## config.mk

```make
export PLATFORM = sky130hd
export DESIGN_NAME = eight_bit_alu_with_status_flags
export DESIGN_NICKNAME = d
export VERILOG_FILES = /design/src/hw/rtl/alu8_pkg.sv /design/src/hw/rtl/alu8_core.sv /design/src/hw/rtl/eight_bit_alu_with_status_flags.sv
export SDC_FILE = /design/constraint.sdc
export NUM_CORES = 1
export LEC_CHECK = 0
export ABC_AREA = 1
export BUFFER_PORTS_ARGS = -buffer_cell sky130_fd_sc_hd__buf_2
export CORE_UTILIZATION = 53
export DETAILED_ROUTE_END_ITERATION = 7
export PLACE_DENSITY = 0.77
export SETUP_SLACK_MARGIN = 0.5
export SLEW_MARGIN = 20
export SYNTH_ARGS = -nofsm -noshare
export SYNTH_HDL_FRONTEND = slang
export SYNTH_SLANG_ARGS = --single-unit
```

## constraint.sdc

```tcl
create_clock -name clock -period 2.5 [get_ports clock]
set_input_delay 0.125 -clock clock [delete_from_list [all_inputs] [get_ports clock]]
set_output_delay 0.125 -clock clock [all_outputs]
set_load 0.005 [all_outputs]
```

## src/hw/rtl/alu8_pkg.sv

```systemverilog
// Package for the eight-bit ALU with status flags.
// Holds operation codes, status bit positions and the word types; no dependencies.
`default_nettype none

package alu8_pkg;

   localparam int DataWidth = 8;
   localparam int OpWidth   = 4;

   // Operation codes.
   localparam logic [OpWidth-1:0] OP_ORA     = 4'd0;
   localparam logic [OpWidth-1:0] OP_AND     = 4'd1;
   localparam logic [OpWidth-1:0] OP_EOR     = 4'd2;
   localparam logic [OpWidth-1:0] OP_ADC     = 4'd3;
   localparam logic [OpWidth-1:0] OP_SBC     = 4'd4;
   localparam logic [OpWidth-1:0] OP_CMP     = 4'd5;
   localparam logic [OpWidth-1:0] OP_BIT     = 4'd6;
   localparam logic [OpWidth-1:0] OP_ASL     = 4'd7;
   localparam logic [OpWidth-1:0] OP_LSR     = 4'd8;
   localparam logic [OpWidth-1:0] OP_ROL     = 4'd9;
   localparam logic [OpWidth-1:0] OP_ROR     = 4'd10;
   localparam logic [OpWidth-1:0] OP_INC     = 4'd11;
   localparam logic [OpWidth-1:0] OP_DEC     = 4'd12;
   localparam logic [OpWidth-1:0] OP_LOAD    = 4'd13;
   localparam logic [OpWidth-1:0] OP_CLRFLAG = 4'd14;
   localparam logic [OpWidth-1:0] OP_SETFLAG = 4'd15;

   // Status bit positions.
   localparam int FlagC = 0;
   localparam int FlagZ = 1;
   localparam int FlagV = 6;
   localparam int FlagN = 7;

   typedef struct packed {
      logic [OpWidth-1:0]   operation;
      logic [DataWidth-1:0] register_value;
      logic [DataWidth-1:0] operand;
      logic [DataWidth-1:0] status_in;
   } alu8_req_type;

   typedef struct packed {
      logic [DataWidth-1:0] result_value;
      logic [DataWidth-1:0] status_out;
   } alu8_rsp_type;

endpackage

`default_nettype wire

```

## src/hw/rtl/alu8_core.sv

```systemverilog
// Combinational datapath of the eight-bit ALU: result byte and new status byte.
// Depends on alu8_pkg.
`default_nettype none

module alu8_core
   import alu8_pkg::*;
(
   input  alu8_req_type req,
   output alu8_rsp_type rsp
);

   logic [DataWidth-1:0] a;
   logic [DataWidth-1:0] m;
   logic [DataWidth-1:0] st;
   logic                 cin;
   logic [DataWidth-1:0] addend;
   logic [DataWidth:0]   sum;
   logic [DataWidth:0]   diff;
   logic [DataWidth-1:0] r;
   logic [DataWidth-1:0] st_new;
   logic                 set_nz;

   assign a   = req.register_value;
   assign m   = req.operand;
   assign st  = req.status_in;
   assign cin = st[FlagC];

   // Subtract is an add of the inverted operand.
   assign addend = (req.operation == OP_SBC) ? ~m : m;
   assign sum    = {1'b0, a} + {1'b0, addend} + {{DataWidth{1'b0}}, cin};
   assign diff   = {1'b0, a} - {1'b0, m};

   always_comb begin
      r      = a;
      st_new = st;
      set_nz = 1'b1;
      case (req.operation)
         OP_ORA: r = a | m;
         OP_AND: r = a & m;
         OP_EOR: r = a ^ m;
         OP_ADC, OP_SBC: begin
            r             = sum[DataWidth-1:0];
            st_new[FlagC] = sum[DataWidth];
            st_new[FlagV] = ~(a[DataWidth-1] ^ addend[DataWidth-1])
                            & (a[DataWidth-1] ^ sum[DataWidth-1]);
         end
         OP_CMP: begin
            set_nz        = 1'b0;
            st_new[FlagC] = ~diff[DataWidth];
            st_new[FlagZ] = (a == m);
            st_new[FlagN] = diff[DataWidth-1];
         end
         OP_BIT: begin
            set_nz        = 1'b0;
            st_new[FlagZ] = ((a & m) == '0);
            st_new[FlagV] = m[FlagV];
            st_new[FlagN] = m[FlagN];
         end
         OP_ASL: begin
            r             = {m[DataWidth-2:0], 1'b0};
            st_new[FlagC] = m[DataWidth-1];
         end
         OP_LSR: begin
            r             = {1'b0, m[DataWidth-1:1]};
            st_new[FlagC] = m[0];
         end
         OP_ROL: begin
            r             = {m[DataWidth-2:0], cin};
            st_new[FlagC] = m[DataWidth-1];
         end
         OP_ROR: begin
            r             = {cin, m[DataWidth-1:1]};
            st_new[FlagC] = m[0];
         end
         OP_INC:  r = m + 8'd1;
         OP_DEC:  r = m - 8'd1;
         OP_LOAD: r = m;
         OP_CLRFLAG: begin
            set_nz = 1'b0;
            st_new = st & ~m;
         end
         OP_SETFLAG: begin
            set_nz = 1'b0;
            st_new = st | m;
         end
         default: begin
            set_nz = 1'b0;
         end
      endcase
      if (set_nz) begin
         st_new[FlagZ] = (r == '0);
         st_new[FlagN] = r[DataWidth-1];
      end
   end

   assign rsp.result_value = r;
   assign rsp.status_out   = st_new;

endmodule

`default_nettype wire

```

## src/hw/rtl/eight_bit_alu_with_status_flags.sv

```systemverilog
// Top level of the eight-bit ALU with a 6502-style status byte.
// Depends on alu8_pkg and alu8_core.
`default_nettype none

// Usage:
// Each request word carries an operation code, a register value, an operand
// byte and the current status byte on the req_ channel (valid/ready). Each
// request yields exactly one response word on the rsp_ channel carrying the
// new result byte and the updated status byte, in request order.
// The block is a two-stage pipeline. The request is captured in an input
// register; the ALU datapath then runs in a single pass of combinational
// logic into the result register that drives the rsp_ ports. The response
// word shows on rsp_valid once it has passed the input register and then
// the result register.
// Throughput is one word per cycle: both stages advance together whenever
// the result register is empty or its word is being taken in that cycle.
// When the receiver stalls, the response word holds steady and the input
// register still accepts one more word; only when both stages are full and
// rsp_ready is low does req_ready drop.
// A synchronous, active-high reset empties both stages. The block keeps no
// other state, so nothing else needs to be cleared.

module eight_bit_alu_with_status_flags
   import alu8_pkg::*;
(
   input  wire logic                 clock,
   input  wire logic                 reset,
   input  wire logic                 req_valid,
   output logic                      req_ready,
   input  wire logic [OpWidth-1:0]   req_operation,
   input  wire logic [DataWidth-1:0] req_register_value,
   input  wire logic [DataWidth-1:0] req_operand,
   input  wire logic [DataWidth-1:0] req_status_in,
   output logic                      rsp_valid,
   input  wire logic                 rsp_ready,
   output logic [DataWidth-1:0]      rsp_result_value,
   output logic [DataWidth-1:0]      rsp_status_out
);

   logic         stage_valid_ff;
   logic         stage_valid_in;
   alu8_req_type stage_ff;
   alu8_req_type stage_in;
   logic         out_valid_ff;
   logic         out_valid_in;
   alu8_rsp_type out_ff;
   alu8_rsp_type out_in;
   alu8_rsp_type alu_rsp;
   logic         out_advance;
   logic         stage_advance;

   // The result register can load whenever it is empty or being drained.
   assign out_advance   = !out_valid_ff || rsp_ready;
   // The input register can load whenever it is empty or moving forward.
   assign stage_advance = !stage_valid_ff || out_advance;
   assign req_ready     = stage_advance;

   assign stage_in = '{operation:      req_operation,
                       register_value: req_register_value,
                       operand:        req_operand,
                       status_in:      req_status_in};

   alu8_core u_core (
      .req (stage_ff),
      .rsp (alu_rsp)
   );

   always_comb begin
      stage_valid_in = stage_valid_ff;
      out_valid_in   = out_valid_ff;
      out_in         = out_ff;
      if (out_advance) begin
         out_valid_in = stage_valid_ff;
         out_in       = alu_rsp;
      end
      if (stage_advance) begin
         stage_valid_in = req_valid;
      end
   end

   always_ff @(posedge clock) begin
      if (reset) begin
         stage_valid_ff <= 1'b0;
         out_valid_ff   <= 1'b0;
      end else begin
         stage_valid_ff <= stage_valid_in;
         out_valid_ff   <= out_valid_in;
      end
   end

   // Payload registers need no reset.
   always_ff @(posedge clock) begin
      if (stage_advance) begin
         stage_ff <= stage_in;
      end
      out_ff <= out_in;
   end

   assign rsp_valid        = out_valid_ff;
   assign rsp_result_value = out_ff.result_value;
   assign rsp_status_out   = out_ff.status_out;

endmodule

`default_nettype wire

```

# After elaboration in Yosys (flattened, before gate mapping)
# Cells that the tools add are included.
[classes]
bitwise_logic = 11
reduce_logical = 11
n_addsub = 5
n_eq_ne = 16
mux = 9
[op_table]
columns = ["cell", "count"]
rows = [
  ["$pmux W8 S11", 1],
  ["$eq A4 B4 Y1 const B", 8],
  ["$and A8 B8 Y8", 2],
  ["$eq A4 B3 Y1 const B", 4],
  ["$logic_not A8 Y1", 2],
  ["$or A8 B8 Y8", 2],
  ["$pmux W1 S4", 3],
  ["$add A8 B8 Y9", 1],
  ["$add A9 B1 Y9", 1],
  ["$sub A8 B8 Y9", 1],
  ["$add A8 B1 Y8 const B", 1],
  ["$eq A4 B2 Y1 const B", 2],
  ["$eq A8 B8 Y1", 1],
  ["$mux W8", 1],
  ["$not A8 Y8", 1],
  ["$pmux W4 S2", 1],
  ["$sub A8 B1 Y8 const B", 1],
  ["$xor A8 B8 Y8", 1],
  ["$pmux W1 S6", 1],
  ["$reduce_or A2 Y1", 3],
  ["$eq A4 B1 Y1 const B", 1],
  ["$logic_not A4 Y1", 1],
  ["$reduce_or A4 Y1", 1],
  ["$logic_not A1 Y1", 2],
  ["other kinds (5)", 9],
]
[totals]
register_bits = 46

# Longest topological paths before layout
[logic_depth]
depth_word = 7
depth_mapped = 18

# Modules after synthesis
# From an unflattened synthesis, not the netlist that was laid out.
[unflattened]
cells_unflattened = 459
area_unflattened_um2 = 3692.3
[by_module_without_submodules]
columns = ["module", "area_per_inst_um2", "cells_per_inst", "n_inst", "seq_area_each_um2"]
rows = [
  ["alu8_core", 2296.0, 406, 1, 0.0],
  ["eight_bit_alu_with_status_flags", 1396.3, 53, 1, 1361.3],
]

# Worst setup path after synthesis
# OpenSTA, ideal clock, no wires.
[synth_timing]
path_type = "reg-to-reg"
startpoint = "register stage_ff[25] in the netlist's numbering"
endpoint = "register out_ff, in the netlist rsp_status_out[1], data pin"
n_path_buf = 0
slack_ps = -175
stages_incl_launch_ff = 16
t_arrival_ps = 2543
cell_sequence = "edfxtp_1 nor2_2 nand2_4 xor2_1 fa_1 inv_1 fa_1 nand2_1 nand2_1 nor2_1 nand3_1 nor2_1 nand2_1 nor2_1 nand4_1 nand2_1"
[synth_rtl]
columns = ["item", "line_no", "source"]
rows = [
  ["start, declared", "eight_bit_alu_with_status_flags.sv:42", "alu8_req_type stage_ff;"],
  ["start signal, assigned", "eight_bit_alu_with_status_flags.sv:94", "stage_ff <= stage_in;"],
  ["end signal, assigned", "eight_bit_alu_with_status_flags.sv:96", "out_ff <= out_in;"],
  ["end, declared", "eight_bit_alu_with_status_flags.sv:46", "alu8_rsp_type out_ff;"],
]

==> impl_metrics.py <==
metrics = {
    "sta": {
        "max_slew_margin_pct": 50.0,
        "maxSlewViolCount": 0,
        "timing.final.ws_setup_ns": -0.0789,
        "setup-violations-final": 1,
        "worst_pin_slew_ns": 0.748,
        "fin_skew_ns": 0.0117,
        "hold_violations": 0,
        "fmaxAchievable_mhz": 388,
        "fin_crit_sh_pct": 103,
        "period_needed_ns": 2.58,
        "rsz0062_at_grt": "true",
    },
    "synth": {
        "synth_top_area_share_pct": 36.6,
        "ys_ff_latch": 46,
        "synth_cell_types": 34,
        "syn_inst": 458,
        "synth.top_cells.by_area": "edfxtp_1, ha_1, nand2_1",
        "netlist_area_um2": 3610,
        "yosysTopAreaCell": "edfxtp_1",
        "syn_area_per_cell_um2": 7.89,
        "async_flop_share_pct": 0,
        "ys_warn_count": 0,
        "yosys_most_used_dff": "edfxtp_1",
        "netlist_top_cells_count": "nand2_1, inv_1, nand3_1, nor2_1, edfxtp_1",
        "syn-num-nets": 530,
        "yosysSeqAreaShare_pct": 37.7,
        "synth-edff-count": 44,
        "yosysMostFrequentCell": "nand2_1",
    },
    "floorplanning": {
        "coreArea_um2": 6460,
        "die_w_um": 84.6,
        "start_util_pct": 56.0,
        "ios": 50,
        "die_h_um": 84.6,
        "dieArea_um2": 7150,
        "rows": 29,
    },
    "grt": {
        "grt_pass1_vias": 3632,
        "grt_overflow": 0,
        "grt_max_degree": 31,
        "antenna_found_initial": 0,
        "grt_pass1_wl_mm": 18.2,
        "grt_usage_pct": 33.7,
    },
    "min_path": {
        "holdPathEnd": "stage_ff[26]$_DFFE_PP_",
        "hp-class": "in -> reg",
        "worstHoldPathCells": 1,
        "min_from": "req_operation[2]",
    },
    "setup_path": {
        "reg2regPathDepth": 15,
        "crit_type": "reg -> reg",
        "start_kind": "flop",
        "worst-r2r-setup-slack_ns": -0.08,
        "crit_slowest_cell": "edfxtp_1",
        "crit_chain": "nor2_4, nand2_4, xor2_2, fa_2, inv_2, fa_2, nand2_1, nand2_1, nor2_1, nand3_1, nor2_1, nand2_1, nor2_1, nand4_1, nand2_1",
        "cp-end-kind": "flop",
        "critPathBufInv": 1,
        "crit_arrival_ns": 2.76,
        "r2r-end": "rsp_status_out[1]$_DFFE_PP_",
        "crit_family": "simple AND/OR/NAND/NOR gates",
        "cp_slowest_stage_delay_ns": 0.46,
        "crit_fanout": 3,
        "required_ns": 2.68,
        "crit_path_frequent_cell": "nand2_1",
        "rr_startpoint": "stage_ff[27]$_DFFE_PP_",
    },
    "clock_tree": {
        "clkTransAtPathRegs_ns": 0.10,
        "cts_buffers": 5,
        "insertion_delay_ns": 0.32,
        "h-tree-depth": 2,
        "cts_tree": "done",
        "cts_root_buffer": "clkbuf_8",
        "cts_buffer_depth": 2,
        "cts.sinks": 46,
    },
    "power": {
        "seqPwrFrac_pct": 41.6,
        "leakagePower_nw": 2.42,
        "clkPwrFrac_pct": 26.2,
        "power_frac_comb_pct": 32.2,
        "powerDensity_nw_per_um2": 466,
        "switching_share_pct": 32.7,
        "ir_drop_uv": 430,
        "internal_power_mw": 1.56,
        "power.switching_mw": 0.756,
    },
    "routing": {
        "via_count": 3825,
        "top_layer_used": "met4",
        "wl_met2_mm": 5.45,
        "drtIter0Drc": 352,
        "wirelength_met1_mm": 4.82,
        "drt_wl_total_mm": 11.7,
        "via_per_inst": 5.74,
        "routed-wl-met3_um": 930,
        "antenna_left": 0,
        "wire_per_inst_um": 17.5,
        "first_pass_iters": 7,
        "drc": 3,
    },
    "place": {
        "port_buffers": 49,
        "place_worst_setup_slack_ns": -0.105,
        "dp_hpwl_mm": 8.61,
        "globalplace.congestion": 1.03,
    },
    "finish": {
        "areaGrowthSynthToFinish_pct": 37.5,
        "drive_above_1_share_pct": 29.0,
        "antenna_cells": 0,
        "final_nets": 660,
        "fin_util_pct": 77.0,
    },
    "flow_run": {
        "drv_cap": 0,
    },
    "run_status": {
        "failed_checks": "DRC, setup timing",
        "status": "finished, violations left",
    },
}
==> state kept, by name, summed over array words and instances (netlist names) <==
name and count:
stage_ff 28, rsp_valid 1, rsp_result_value 8, stage_valid_ff 1
rsp_status_out 8
==> area by class of cell <==
type,instances,area (um^2)
Multi-Input combinational cell,348,2260
Inverter,62,235
Sequential cell,46,1360
Fill cell,474,1490
Tap cell,77,96.3
Timing Repair Buffer,125,897
Clock inverter,3,48.8
Clock buffer,5,68.8
==> power groups by stage <==
stage / combinational (mW) / clock (mW) / sequential, mW
5_1_grt: 0.815 / 0.625 / 0.970
3_5_place_dp: 0.584 / 0 / 0.978
3_3_place_gp: 0.572 / 0 / 0.977
2_1_floorplan: 0.343 / 0 / 0.986
6_report: 0.747 / 0.606 / 0.964
4_1_cts: 0.675 / 0.593 / 0.962
==> worst max-delay path by stage <==
stage                            from                     endpoint  slack, ns  cells past startpoint
4_1_cts        stage_ff[27]$_DFFE_PP_  rsp_status_out[1]$_DFFE_PP_     -0.007                     15
3_5_place_dp   stage_ff[27]$_DFFE_PP_  rsp_status_out[1]$_DFFE_PP_      -0.10                     15
5_1_grt        stage_ff[26]$_DFFE_PP_  rsp_status_out[1]$_DFFE_PP_      -0.21                     16
3_3_place_gp   stage_ff[27]$_DFFE_PP_  rsp_status_out[0]$_DFFE_PP_       0.03                     12
6_report       stage_ff[27]$_DFFE_PP_  rsp_status_out[1]$_DFFE_PP_      -0.08                     15
2_1_floorplan  stage_ff[25]$_DFFE_PP_  rsp_status_out[1]$_DFFE_PP_      -0.08                     15
==> routing by layer <==
layer,global-route usage (%),vias up
met5,0,-
met2,55.7,220
li1,-,1796
met4,14.2,0
met3,4.42,42
met1,44.6,1767
==> placed cells by master (no fill, tap or decap), types with 7 or more instances in the layout <==
cell type / n
a21oi_1: 8
a21oi_2: 7
buf_2: 49
buf_4: 45
dlygate4sd3_1: 28
edfxtp_1: 44
ha_1: 29
ha_4: 7
inv_1: 51
inv_2: 10
nand2_1: 103
nand2_2: 12
nand3_1: 41
nand3_2: 7
nand4_1: 13
nor2_1: 46
o21ai_0: 15
xor2_1: 7
==> worst reg2reg max path, stage by stage (launching register included) <==
cell and delay [ns]:
edfxtp_1 0.46, nor2_4 0.15, nand2_4 0.09, xor2_2 0.15, fa_2 0.34, inv_2 0.08, fa_2 0.42, nand2_1 0.08
nand2_1 0.05, nor2_1 0.08, nand3_1 0.10, nor2_1 0.13, nand2_1 0.08, nor2_1 0.10, nand4_1 0.08, nand2_1 0.08
==> repair_timing <==
item | CTS | global route
hold buffers | 24 | 4
hold endpoints to repair | 25 | 4
endpoints found under the setup margin | 11 | 12
pin swaps | 13 | 12
gates resized for setup | 30 | 22
buffers inserted | 7 | 6
==> cell families after synthesis <==
group	after synthesis	share of synthesized area [%]
xor+xnor	11	2.67
fa+ha+maj	40	14.5
buf+inv	64	6.65
flops	46	37.7
simple gates	248	30.7
compound gates	49	7.86
==> metrics by stage <==
| stage | instance area (um^2) | TNS (ns) | hold WS (ns) | std cells | power [mW] |
|---|---|---|---|---|---|
| floorplan | 3630 | -0.0840 | 0.194 | 458 | 1.33 |
| global route | 4970 | -0.635 | 0.00486 | 666 | 2.41 |
| CTS | 4790 | -0.00655 | 0.000760 | 656 | 2.23 |
| detailed placement | 4230 | -0.294 | 0.304 | 617 | 1.56 |
| finish | 4970 | -0.0789 | 0.00836 | 666 | 2.32 |
| global placement | 4230 | 0 | 0.296 | 617 | 1.55 |
Note: power is estimated with default switching activity, not from simulation.
